[src/hdl/swmv_mul.sv]
`default_nettype none

// Shift-and-add multiplier: one multiplier bit is retired per cycle, and
// the run ends as soon as no set bit is left.
module swmv_mul #(
	parameter int A_W = 48,
	parameter int B_W = 24
) (
	input  wire logic           clk,
	input  wire logic           arst_n,
	input  wire logic           start,
	input  wire logic [A_W-1:0] a,
	input  wire logic [B_W-1:0] b,
	output logic                done,
	output logic      [A_W-1:0] prod
);

	logic           run_q;
	logic [A_W-1:0] a_q;
	logic [A_W-1:0] acc_q;
	logic [B_W-1:0] b_q;

	assign done = run_q && (b_q == '0);
	assign prod = acc_q;

	always_ff @(posedge clk or negedge arst_n) begin
		if (!arst_n) begin
			run_q <= 1'b0;
		end else if (start) begin
			run_q <= 1'b1;
		end else if (done) begin
			run_q <= 1'b0;
		end
	end

	always_ff @(posedge clk) begin
		if (start) begin
			acc_q <= '0;
			a_q   <= a;
			b_q   <= b;
		end else if (run_q && (b_q != '0)) begin
			if (b_q[0]) begin
				acc_q <= acc_q + a_q;
			end
			a_q <= {a_q[A_W-2:0], 1'b0};
			b_q <= {1'b0, b_q[B_W-1:1]};
		end
	end

endmodule

`default_nettype wire

[config.mk]
export PLATFORM = sky130hd
export DESIGN_NAME = swmv_mul
export DESIGN_NICKNAME = d
export VERILOG_FILES = /design/src/hdl/swmv_mul.sv
export SDC_FILE = /design/constraint.sdc
export NUM_CORES = 1
export LEC_CHECK = 0
export BUFFER_PORTS_ARGS = -buffer_cell sky130_fd_sc_hd__buf_2
export CAP_MARGIN = 20
export CORE_UTILIZATION = 25
export CTS_CLUSTER_DIAMETER = 50
export DETAILED_ROUTE_END_ITERATION = 12
export GPL_TIMING_DRIVEN = 0
export HOLD_SLACK_MARGIN = 0.1
export PLACE_DENSITY_LB_ADDON = 0.1
export SLEW_MARGIN = 5
export SYNTH_ARGS = -nofsm -noshare
export SYNTH_HDL_FRONTEND = slang
export SYNTH_SLANG_ARGS = --single-unit
[constraint.sdc]
create_clock -name clk -period 2.75 [get_ports clk]
set_clock_uncertainty 0.05 [all_clocks]
set_input_delay 0.275 -clock clk [delete_from_list [all_inputs] [get_ports clk]]
set_output_delay 0.275 -clock clk [all_outputs]
set_load 0.02 [all_outputs]
-- After elaboration in Yosys (flattened, before gate mapping)
Index checks and enable logic that the tools add are counted.
- shift operators: 0
- add/subtract/negate cells: 1
- reductions and logical operators: 7
- magnitude comparators: 0
- mux-type cells: 6
- div/mod/pow operators: 0
- bitwise logic cells: 0
- multiply operators: 0
- eq/ne operators: 0
- operators with widths (cell ; number):
    48-bit 2-to-1 mux ; 2
    48-bit adder ; 1
    24-bit 2-to-1 mux ; 2
    24-bit logical NOT ; 1
    24-bit nonzero test ; 1
    2-bit nonzero test ; 2
    1-bit logical AND ; 2
    1-bit 2-to-1 mux ; 2
    2-bit AND reduction ; 1
- RAM bits: 0
- memories kept: 0
- bits in latches: 0
- bits in read-only memories: 0
- register bits: 121
- input bits: 75

-- Logic depth before layout (Yosys ltp)
- depth in word-level cells: 4
- depth in mapped cells: 11

-- Least setup slack after synthesis
OpenSTA, ideal clock, no wires.
- path kind: input -> register
- start point: input start
- end point: register a_q[0] (enable)
- library setup time: 0.429 ns
- buffers on the path: 2
- arrival time: 2.369 ns
- slack: -0.098 ns
- required time: 2.271 ns
- stages on the path: 3
- path through: clkbuf_1 > clkbuf_1 > a21o_1
- cells in the longest elaborated chain, start to end: 1
- RTL lines (item ; line ; text):
    start, declared ; 11 ; input wire logic start,
    2-bit nonzero test (no source line) ; - ;
    end signal, assigned ; 45 ; a_q <= {a_q[A_W-2:0], 1'b0};
    end, declared ; 19 ; logic [A_W-1:0] a_q;
Every way passes these cells.
A chain may end at the register's enable or synchronous reset.

-- Final worst setup path
- start point: register a_q[0]
- end point: register acc_q[46], in the netlist prod[46]
- cells in the longest elaborated chain, start to end: 1
- RTL lines (item ; line ; text):
    48-bit adder ; 43 ; acc_q <= acc_q + a_q;
    end signal, assigned ; 43 ;
    end, declared ; 20 ; logic [A_W-1:0] acc_q;
Every way passes these cells.

==> qor.csv <==
stage;metric;value;unit
timing;post-route-worst-setup-slack;-0.2033;ns
timing;timing.final.hold_violations;0;
pwr;power-per-cell-area;791.6;mW/mm^2
detailed_routing;route.final.wire_length;24.98;mm
synth;syn_area;0.007664;mm^2
final_layout;antenna_cells;0;
clock_network;clock_tree.root_cell;clkbuf_16;
setup_path;path_common_cell;a21oi_4;
min_path;hold_crit_class;in -> reg;
placement;port_buffers;123;
grt;grt_start_max_net_pins;46;
detailed_routing;average_wire_per_cell_in_the_routed_design;17.77;um
detailed_routing;drtAntennaViolNets;0;
detailed_routing;first_pass_iters;4;
synth;synthCells;769;
synth;synth_top_flop_cell;edfxtp_1;
min_path;whs_path_depth;2;
final_layout;drive_gt1_frac;0.3760;
grt;initial_antenna_violation_count;0;
pwr;worst_ir_drop_vdd;0.4700;mV
setup_path;cp-end-kind;register;
final_layout;stdcell_count;1406;
grt;first_global_vias;6751;
grt;grt_overflow;0;
clock_network;worstSkewPairLatency;0.44;ns
clock_network;cts_num_sinks;121;
pwr;finalPower;8.543;mW
final_layout;final_nets;1126;
final_layout;layout_common_cells;buf_2, nand2_1, edfxtp_1;
floorplanning;i_o_pin_cnt;124;
setup_path;slowest_delay;0.40;ns
floorplanning;die_area;0.03136;mm^2
synth;ys_ff_latch;121;
setup_path;worst-endpoint-required;3.02;ns
placement;detailedPlacementHpwl;18.25;mm
clock_network;max-clock-path-buffers;2;
timing;worst_slew_margin_rel;0.4729;
floorplanning;row_count;63;
timing;worst_hold_slack;0.1006;ns
clock_network;clock_tree_from_tritoncts;done;
detailed_routing;post_drt_via_cell_ratio;4.728;
setup_path;rr_worst_depth;11;
placement;numPlacedInstances;1283;
floorplanning;die_w;177.1;um
timing;setup_tns;-1.980;ns
final_layout;mostFrequentLayoutCell;buf_2;
run_status;run_status;finished, violations left;
clock_network;clk_pin_slew_worst_paths;0.07;ns
setup_path;critical_path.max_fanout;3;
detailed_routing;initialDrtViolationCount;349;
setup_path;r2r_setup_slack;-0.20;ns
timing;timing.final.max_slew_violations;0;
run_status;failing_checks;negative setup slack;
placement;routability_cong;0.7985;
timing;finalSetupViolCount;21;
timing;fmax;338.6;MHz
synth;number_of_flops_mapped_to_enable_cells_by_yosys;72;
pwr;standby_leakage_power;4.462;nW
synth;postSynthAreaPerCell;9.966;um^2
timing;min_period_over_period;1.074;
setup_path;worst_r2r_endpoint;prod[46];
synth;yosys_warnings;0;
synth;synthesis.nets;892;
floorplanning;floorplan.die.height;177.1;um
detailed_routing;route.detailed.drc;0;
floorplanning;core_area;0.02987;mm^2
grt;globalRouteTotalUtil;0.1644;
final_layout;multi_input_combinational_cell_area;0.004848;mm^2
timing;worst_slew_pin_slew;0.7906;ns
setup_path;critPathArrivalTime;3.23;ns
setup_path;cp-startpoint;a_q[0];
setup_path;critPathKind;reg -> reg;
clock_network;clock_tree.htree_level_count;4;
setup_path;r2r_start;a_q[0];
final_layout;filler_cell_count_in_the_final_layout;3073;
timing;min_tclk_post_route;2.953;ns
grt;grt_pass1_wl;38.96;mm
placement;place_worst_setup_slack;-0.5509;ns
setup_path;critPathSlowestCell;edfxtp_1;
final_layout;seq_area;0.003149;mm^2
min_path;min-delay-start;b[3];
synth;seq_area_frac_synth;0.4108;
setup_path;setup.worst_path.start_class;register;
synth;ys_types;76;
clock_network;cts_buffers;17;
synth;async_reset_ff_frac;0.008264;
job;max-cap-violations;0;
timing;grt_setup_unrepaired;yes;
detailed_routing;num_vias;6648;
min_path;min_to;b_q[3];
final_layout;syn2layout_area_growth;40.82;%
floorplanning;initial_util;0.2565;
setup_path;cp_cell_instances;ha_2 > fa_2 > a21o_1 > a221oi_4 > a31oi_4 > a21oi_4 > o31ai_4 > a21oi_4 > o21ai_2 > and4b_1 > o31a_1;
-- per-stage QoR --
stage                 util  cell area (um^2)
floorplan                -              7671
global placement    0.2937              8775
detailed placement  0.2948              8808
CTS                 0.3454             10320
global route        0.3612             10790
finish              0.3612             10790
-- layer usage --
layer,share of wire,GRT usage,vias up
met5,0,0,-
met4,0.0086,0.03700,0
met3,0.038,0.03265,12
met2,0.46,0.2635,96
met1,0.50,0.2257,3170
li1,-,-,3370
-- critical path: cells and delay by family, from the launching register on --
family / cells / cell delay (ns)
AOI/OAI and AO/OA: 8 / 1.65
adders and majority gates: 2 / 0.55
DFF: 1 / 0.40
and+or+nand+nor: 1 / 0.19
-- power breakdown --
group,internal [mW],switching [mW]
Sequential,2.23,0.263
Combinational,1.67,2.10
Clock,1.28,1.00
-- cell type report --
cell class                 instances  share of cell area
tap                              390             0.04522
clock buffer                      17             0.03942
multi-input combinational        597              0.4493
sequential                       121              0.2918
clock inverter                    15             0.01438
buffer                            37             0.01704
inverter                          12            0.004174
timing repair buffer             217              0.1387
-- sequential cells by signal, indices dropped and copies added (netlist names) --
register,flops
a_q,48
b_q,24
prod,48
run_q,1
-- kinds of logic after synthesis --
group	after synthesis	share of synthesized area
compound gates	221	0.2002
xor+xnor	34	0.03886
fa+ha+maj	48	0.07935
buf+inv	51	0.02694
flops	121	0.4108
mux	72	0.1056
simple gates	222	0.1383
-- how the worst max path moves through the flow --
stage               depth (start not counted)        to
finish                                     11  prod[46]
global route                               11  prod[44]
CTS                                        10  prod[47]
detailed placement                         10  prod[47]
global placement                            4   a_q[11]
floorplan                                  11  prod[46]
-- cell usage after synthesis, types with 14 or more instances --
master	count	area, um^2
a21o_1	38	285.3
a21oi_1	73	365.4
clkbuf_1	20	75.07
dfxtp_1	48	960.9
edfxtp_1	72	2162
ha_1	47	588.1
mux2_2	71	799.5
nand2_1	92	345.3
nand3_1	16	80.08
nor2_1	40	150.1
nor3_1	14	70.07
o21ai_0	30	150.1
xnor2_1	23	201.4
-- what timing repair did --
action	4_1_cts	5_1_grt
endpoints found under the setup margin	41	47
endpoints found under the hold margin	55	1
gates resized for setup	57	72
gates cloned	0	0
pin swaps	32	52
buffers inserted	18	21
hold buffers	55	1
Note: power is estimated with default switching activity, not from simulation.
