<file path="src/hdl/swmv_div.sv">
`default_nettype none

// Restoring divider: the dividend leaves the top of a shift register one
// bit per cycle while quotient bits enter at the bottom.
module swmv_div #(
	parameter int NUM_W = 56,
	parameter int DEN_W = 18,
	localparam int C_W = $clog2(NUM_W + 1)
) (
	input  wire logic             clk,
	input  wire logic             arst_n,
	input  wire logic             start,
	input  wire logic [NUM_W-1:0] numer,
	input  wire logic [C_W-1:0]   steps,
	input  wire logic [DEN_W-1:0] divisor,
	output logic                  done,
	output logic      [NUM_W-1:0] quot
);

	logic             run_q;
	logic [C_W-1:0]   cnt_q;
	logic [NUM_W-1:0] num_q;
	logic [DEN_W-1:0] rem_q;
	logic [DEN_W-1:0] den_q;
	logic [DEN_W:0]   trial;
	logic [DEN_W:0]   diff;
	logic             ge;

	assign trial = {rem_q, num_q[NUM_W-1]};
	assign diff  = trial - {1'b0, den_q};
	assign ge    = trial >= {1'b0, den_q};
	assign done  = run_q && (cnt_q == '0);
	assign quot  = num_q;

	always_ff @(posedge clk or negedge arst_n) begin
		if (!arst_n) begin
			run_q <= 1'b0;
		end else if (start) begin
			run_q <= 1'b1;
		end else if (done) begin
			run_q <= 1'b0;
		end
	end

	always_ff @(posedge clk) begin
		if (start) begin
			num_q <= numer;
			cnt_q <= steps;
			den_q <= divisor;
			rem_q <= '0;
		end else if (run_q && (cnt_q != '0)) begin
			rem_q <= ge ? diff[DEN_W-1:0] : trial[DEN_W-1:0];
			num_q <= {num_q[NUM_W-2:0], ge};
			cnt_q <= cnt_q - 1'b1;
		end
	end

endmodule

`default_nettype wire

</file>
<file path="config.mk">
export PLATFORM = sky130hd
export DESIGN_NAME = swmv_div
export DESIGN_NICKNAME = d
export VERILOG_FILES = /design/src/hdl/swmv_div.sv
export SDC_FILE = /design/constraint.sdc
export NUM_CORES = 1
export LEC_CHECK = 0
export BUFFER_PORTS_ARGS = -buffer_cell sky130_fd_sc_hd__clkbuf_2
export CAP_MARGIN = 25
export CORE_MARGIN = 10
export CORE_UTILIZATION = 57
export DETAILED_ROUTE_END_ITERATION = 7
export GPL_TIMING_DRIVEN = 0
export PLACE_DENSITY = 0.95
export SYNTH_ARGS = -nofsm -noshare
export SYNTH_HDL_FRONTEND = slang
export SYNTH_SLANG_ARGS = --single-unit
</file>
<file path="constraint.sdc">
create_clock -name clk -period 6.85 [get_ports clk]
set_input_delay 0.3425 -clock clk [delete_from_list [all_inputs] [get_ports clk]]
set_output_delay 0.3425 -clock clk [all_outputs]
set_load 0.02 [all_outputs]
</file>
# Word level (Yosys, flattened, before mapping)
# Index checks and enable logic that the tools add are counted.
# totals
regBits,99
input_bits,83
out_inout_bits,57
word_cells,21
# classes
add_sub_neg,2
n_lt_le_gt_ge,1
muxes,7
reduce_logical,6
# op_table
cell,n
two-way mux 56 bit,2
greater-or-equal comparator 19 x 18 -> 1 bit,1
two-way mux 18 bit,1
subtractor 18 bit,1
two-way mux 6 bit,2
zero test 6 bit,1
nonzero test 6 bit,1
"subtractor 6 x 1 -> 6 bit, second input constant",1
nonzero test 2 bit,2
logical AND 1 bit,2
two-way mux 1 bit,2

# Logic depth before layout (Yosys ltp)
# logic_depth
ltp_word,4
depth_mapped,11
depth_no_buf,11

# Least setup slack after synthesis
# Ideal clock, no wire load.
# synth_timing
kind,register to register
startpoint,reg cnt_q[0]
endpoint,"reg cnt_q[0], enable pin"
setup_ps,416
arrival_time_ps,2449
required_ps,6434
slack_ps,3985
stages_incl_launch_ff,7
path_buffers,1
period_less_slack_ps,2865
cell_sequence,edfxtp_1 > inv_1 > ha_1 > a21boi_1 > nor2_1 > clkbuf_1 > inv_1
# synth_between
elab_chain_cells,3
# synth_lines
item,line_no,source
"start, declared",21,logic [C_W-1:0] cnt_q;
"start signal, assigned",48,cnt_q <= steps;
"start signal, assigned",54,cnt_q <= cnt_q - 1'b1;
nonzero test 6 bit,51,end else if (run_q && (cnt_q != '0)) begin
logical AND 1 bit,51,
nonzero test 2 bit (no source line),--,
# No other way between the ends.
# A chain may end at the register's enable or synchronous reset.

# Worst setup path in the final report
# layout_timing
startpoint,reg cnt_q[2]
endpoint,"reg num_q[44] (netlist: quot[44]), enable pin"
# layout_between
elab_chain_cells,3
# layout_lines
item,line_no,source
nonzero test 6 bit,51,
logical AND 1 bit,51,
nonzero test 2 bit (no source line),--,
"end signal, assigned",47,num_q <= numer;
"end signal, assigned",53,"num_q <= {num_q[NUM_W-2:0], ge};"
"end, declared",22,logic [NUM_W-1:0] num_q;
# No other way between the ends.

==> impl_metrics.json <==
{
  "multiInputGateArea_um2": 2070,
  "synthDominantCellAreaShare_pct": 47.8,
  "drt-initial-drc-count": 193,
  "power_leakage_nw": 2.75,
  "fmax_ghz": 0.329,
  "port_buffers": 139,
  "pre_cts_ws_ns": 3.97,
  "synthMuxAreaShare_pct": 14.7,
  "fin_crit_ns": 3.04,
  "drc": 0,
  "post-route-cell-area_um2": 6120,
  "worstMarginPinSlew_ns": 0.607,
  "pin_count": 140,
  "p_per_area_nw_per_um2": 270,
  "synth_compound_area_share_pct": 11.1,
  "synth_top_family_by_area": "multiplexers",
  "nFillCells": 559,
  "finalSetupTns_ns": 0,
  "cts_buffer_depth": 2,
  "gp_congestion": 0.949,
  "sw_frac_of_total_pct": 31.6,
  "cts_resized": 0,
  "rsz0062_at_grt": "false",
  "worstPathArrival_ns": 3.16,
  "required_ns": 6.97,
  "seq_area_um2": 2790,
  "path_clk_slew_ns": 0.11,
  "finalCritPeriodShare_pct": 44.3,
  "cp_max_fo": 36,
  "fin_nets": 645,
  "syn_area_um2": 5030,
  "status": "complete, no violations",
  "grt_pass1_wl_um": 20400,
  "clock_latency_ns": 0.38,
  "met2_usage_pct": 33.8,
  "ir_worst_vdd_mv": 0.200,
  "wl_per_cell_um": 19.7,
  "internal_power_mw": 1.13,
  "dieArea_um2": 13000,
  "r2r_start": "cnt_q[2]$_DFFE_PP_",
  "async_flop_share_pct": 1.01,
  "die_y_um": 114,
  "power_frac_seq_pct": 49.0,
  "synth_common_cells": "80 x edfxtp_1, 55 x mux2_2, 25 x inv_1",
  "p_sw_mw": 0.524,
  "cap_violations": 0,
  "ys_types": 52,
  "vias_per_cell": 5.64,
  "htree_levels": 3,
  "grt_util_met3_pct": 9.61,
  "power_frac_comb_pct": 24.3,
  "synthFlopType": "edfxtp_1",
  "critPathLaunch": "cnt_q[2]$_DFFE_PP_",
  "synthAdderAreaFrac_pct": 5.38,
  "vias": 3690,
  "postRouteAntennaNets": 0,
  "slew_violations": 0,
  "fin_ws_ns": 3.81,
  "hp-start": "divisor[17]",
  "skew_ns": 0.0233,
  "busiest_layer": "met2",
  "cts_tree": "done",
  "met1_usage_pct": 20.9,
  "grt.total_usage_pct": 19.7,
  "antenna_found_initial": 0,
  "hold_violations": 0,
  "root_buffer": "clkbuf_8",
  "grt_max_degree": 37,
  "path_class": "flop to flop",
  "post_cts_buffers": 0,
  "drive_gt1_share_pct": 41.9,
  "cts_buffers": 9,
  "max_slew_margin_pct": 59.5,
  "cts_hold_buf": 1,
  "drt-total-wl_um": 12900,
  "overflow": 0,
  "grt_pass1_vias": 4001,
  "cp-start-kind": "flop",
  "synth_seq_cells": 99,
  "yosys.area_share.xor_xnor_pct": 3.14,
  "core_region_area_um2": 8640,
  "ys_warn_count": 0,
  "synth.area.top_cells": "edfxtp_1 48%, mux2_2 12%, dfxtp_1 7.2%, ha_1 5.0%, mux2i_1 2.2%",
  "dr.pass1.iters": 4,
  "dp_hpwl_um": 9860,
  "endpoint_kind": "flop",
  "finish.utilization_pct": 70.9,
  "cts.sinks": 99,
  "dieWidth_um": 114,
  "start_util_pct": 58.2,
  "area.growth.synth_to_final_pct": 21.8,
  "synthMostInstantiatedCell": "edfxtp_1",
  "post_dp_cell_area_um2": 5880,
  "setup_viol": 0,
  "rows": 34,
  "ys_seq_area_share_pct": 55.5,
  "synth_area_per_cell_um2": 12.9,
  "syn-instance-count": 389,
  "hold_class": "input pin to flop",
  "synthSimpleGateAreaFrac_pct": 6.82,
  "netlist.top_cell.by_area": "edfxtp_1",
  "diodes": 0,
  "synth_edf_count": 80,
  "clock_power_share_pct": 26.7,
  "syn_nets": 493
}
-- cell type report --
cell class | count | area share, %
plain buffers | 14 | 1.21
clock buffers | 9 | 2.02
clock inverters | 7 | 1.82
inverters | 25 | 1.53
multi-input cells | 251 | 33.8
flip-flops and latches | 99 | 45.5
well taps | 108 | 2.21
repair buffers | 141 | 11.9
-- power groups by stage --
stage	logic [mW]	clock network, mW	registers, mW
after floorplan	0.185	0	0.890
after detailed placement	0.398	0	0.823
after global placement	0.382	0	0.820
final	0.402	0.442	0.812
after CTS	0.403	0.446	0.811
after global routing	0.434	0.467	0.824
-- cells by family (layout without fill, tap and decap cells) --
logic type / after synthesis / count (layout)
flops: 99 / 99
simple gates: 68 / 68
xor+xnor: 18 / 18
compound gates: 77 / 77
buf+inv: 39 / 196
mux: 67 / 67
fa+ha+maj: 21 / 21
-- final timing paths --
check                                         endpoint  slack [ns]  cells after the start
worst min register to register  rem_q[11]$_SDFFE_PP0P_        0.50                      2
max in group asynchronous            run_q$_DFFE_PN0P_        6.47                      2
worst min-delay path               den_q[17]$_DFFE_PP_        0.14                      1
min in group asynchronous            run_q$_DFFE_PN0P_        0.30                      2
worst max register to register      quot[44]$_DFFE_PP_        3.81                      6
worst max-delay path                quot[44]$_DFFE_PP_        3.81                      6
-- sequential cells by signal (all words and copies together) (netlist names) --
| name | cells |
|---|---|
| den_q | 18 |
| rem_q | 18 |
| run_q | 1 |
| quot | 56 |
| cnt_q | 6 |
-- critical path: stages, from the launching register on --
cell	delay, ns
edfxtp_1	0.47
nor4_1	0.47
a21boi_1	0.26
nor2_1	0.36
clkbuf_1	0.50
inv_2	0.42
buf_12	0.30
-- metrics by stage --
stage	cells	hold slack (ns)	total power, mW
floorplan	389	0.0469	1.07
global placement	636	0.118	1.20
detailed placement	637	0.119	1.22
CTS	654	0.130	1.66
global route	654	0.128	1.72
finish	654	0.139	1.66
-- layer usage --
metal  part of all wire, %  up-vias
li1                      -     1753
met3                    10       25
met4                   2.1        0
met1                    36     1754
met2                    51      158
met5                     0        -
-- cells in the final DEF, fill, tap and decap left out, drive strengths merged, types with 6 or more instances in the layout --
cell and instances:
xor2 10, a21o 6, nor2b 6, nor2 15
dfxtp 18, ha 20, nand2 27, inv 29
mux2i 11, clkbuf 159, mux2 56, o21ai 23
edfxtp 80, a21oi 17, xnor2 8, a211oi 9
No activity file was read; power rests on OpenSTA's default activity.
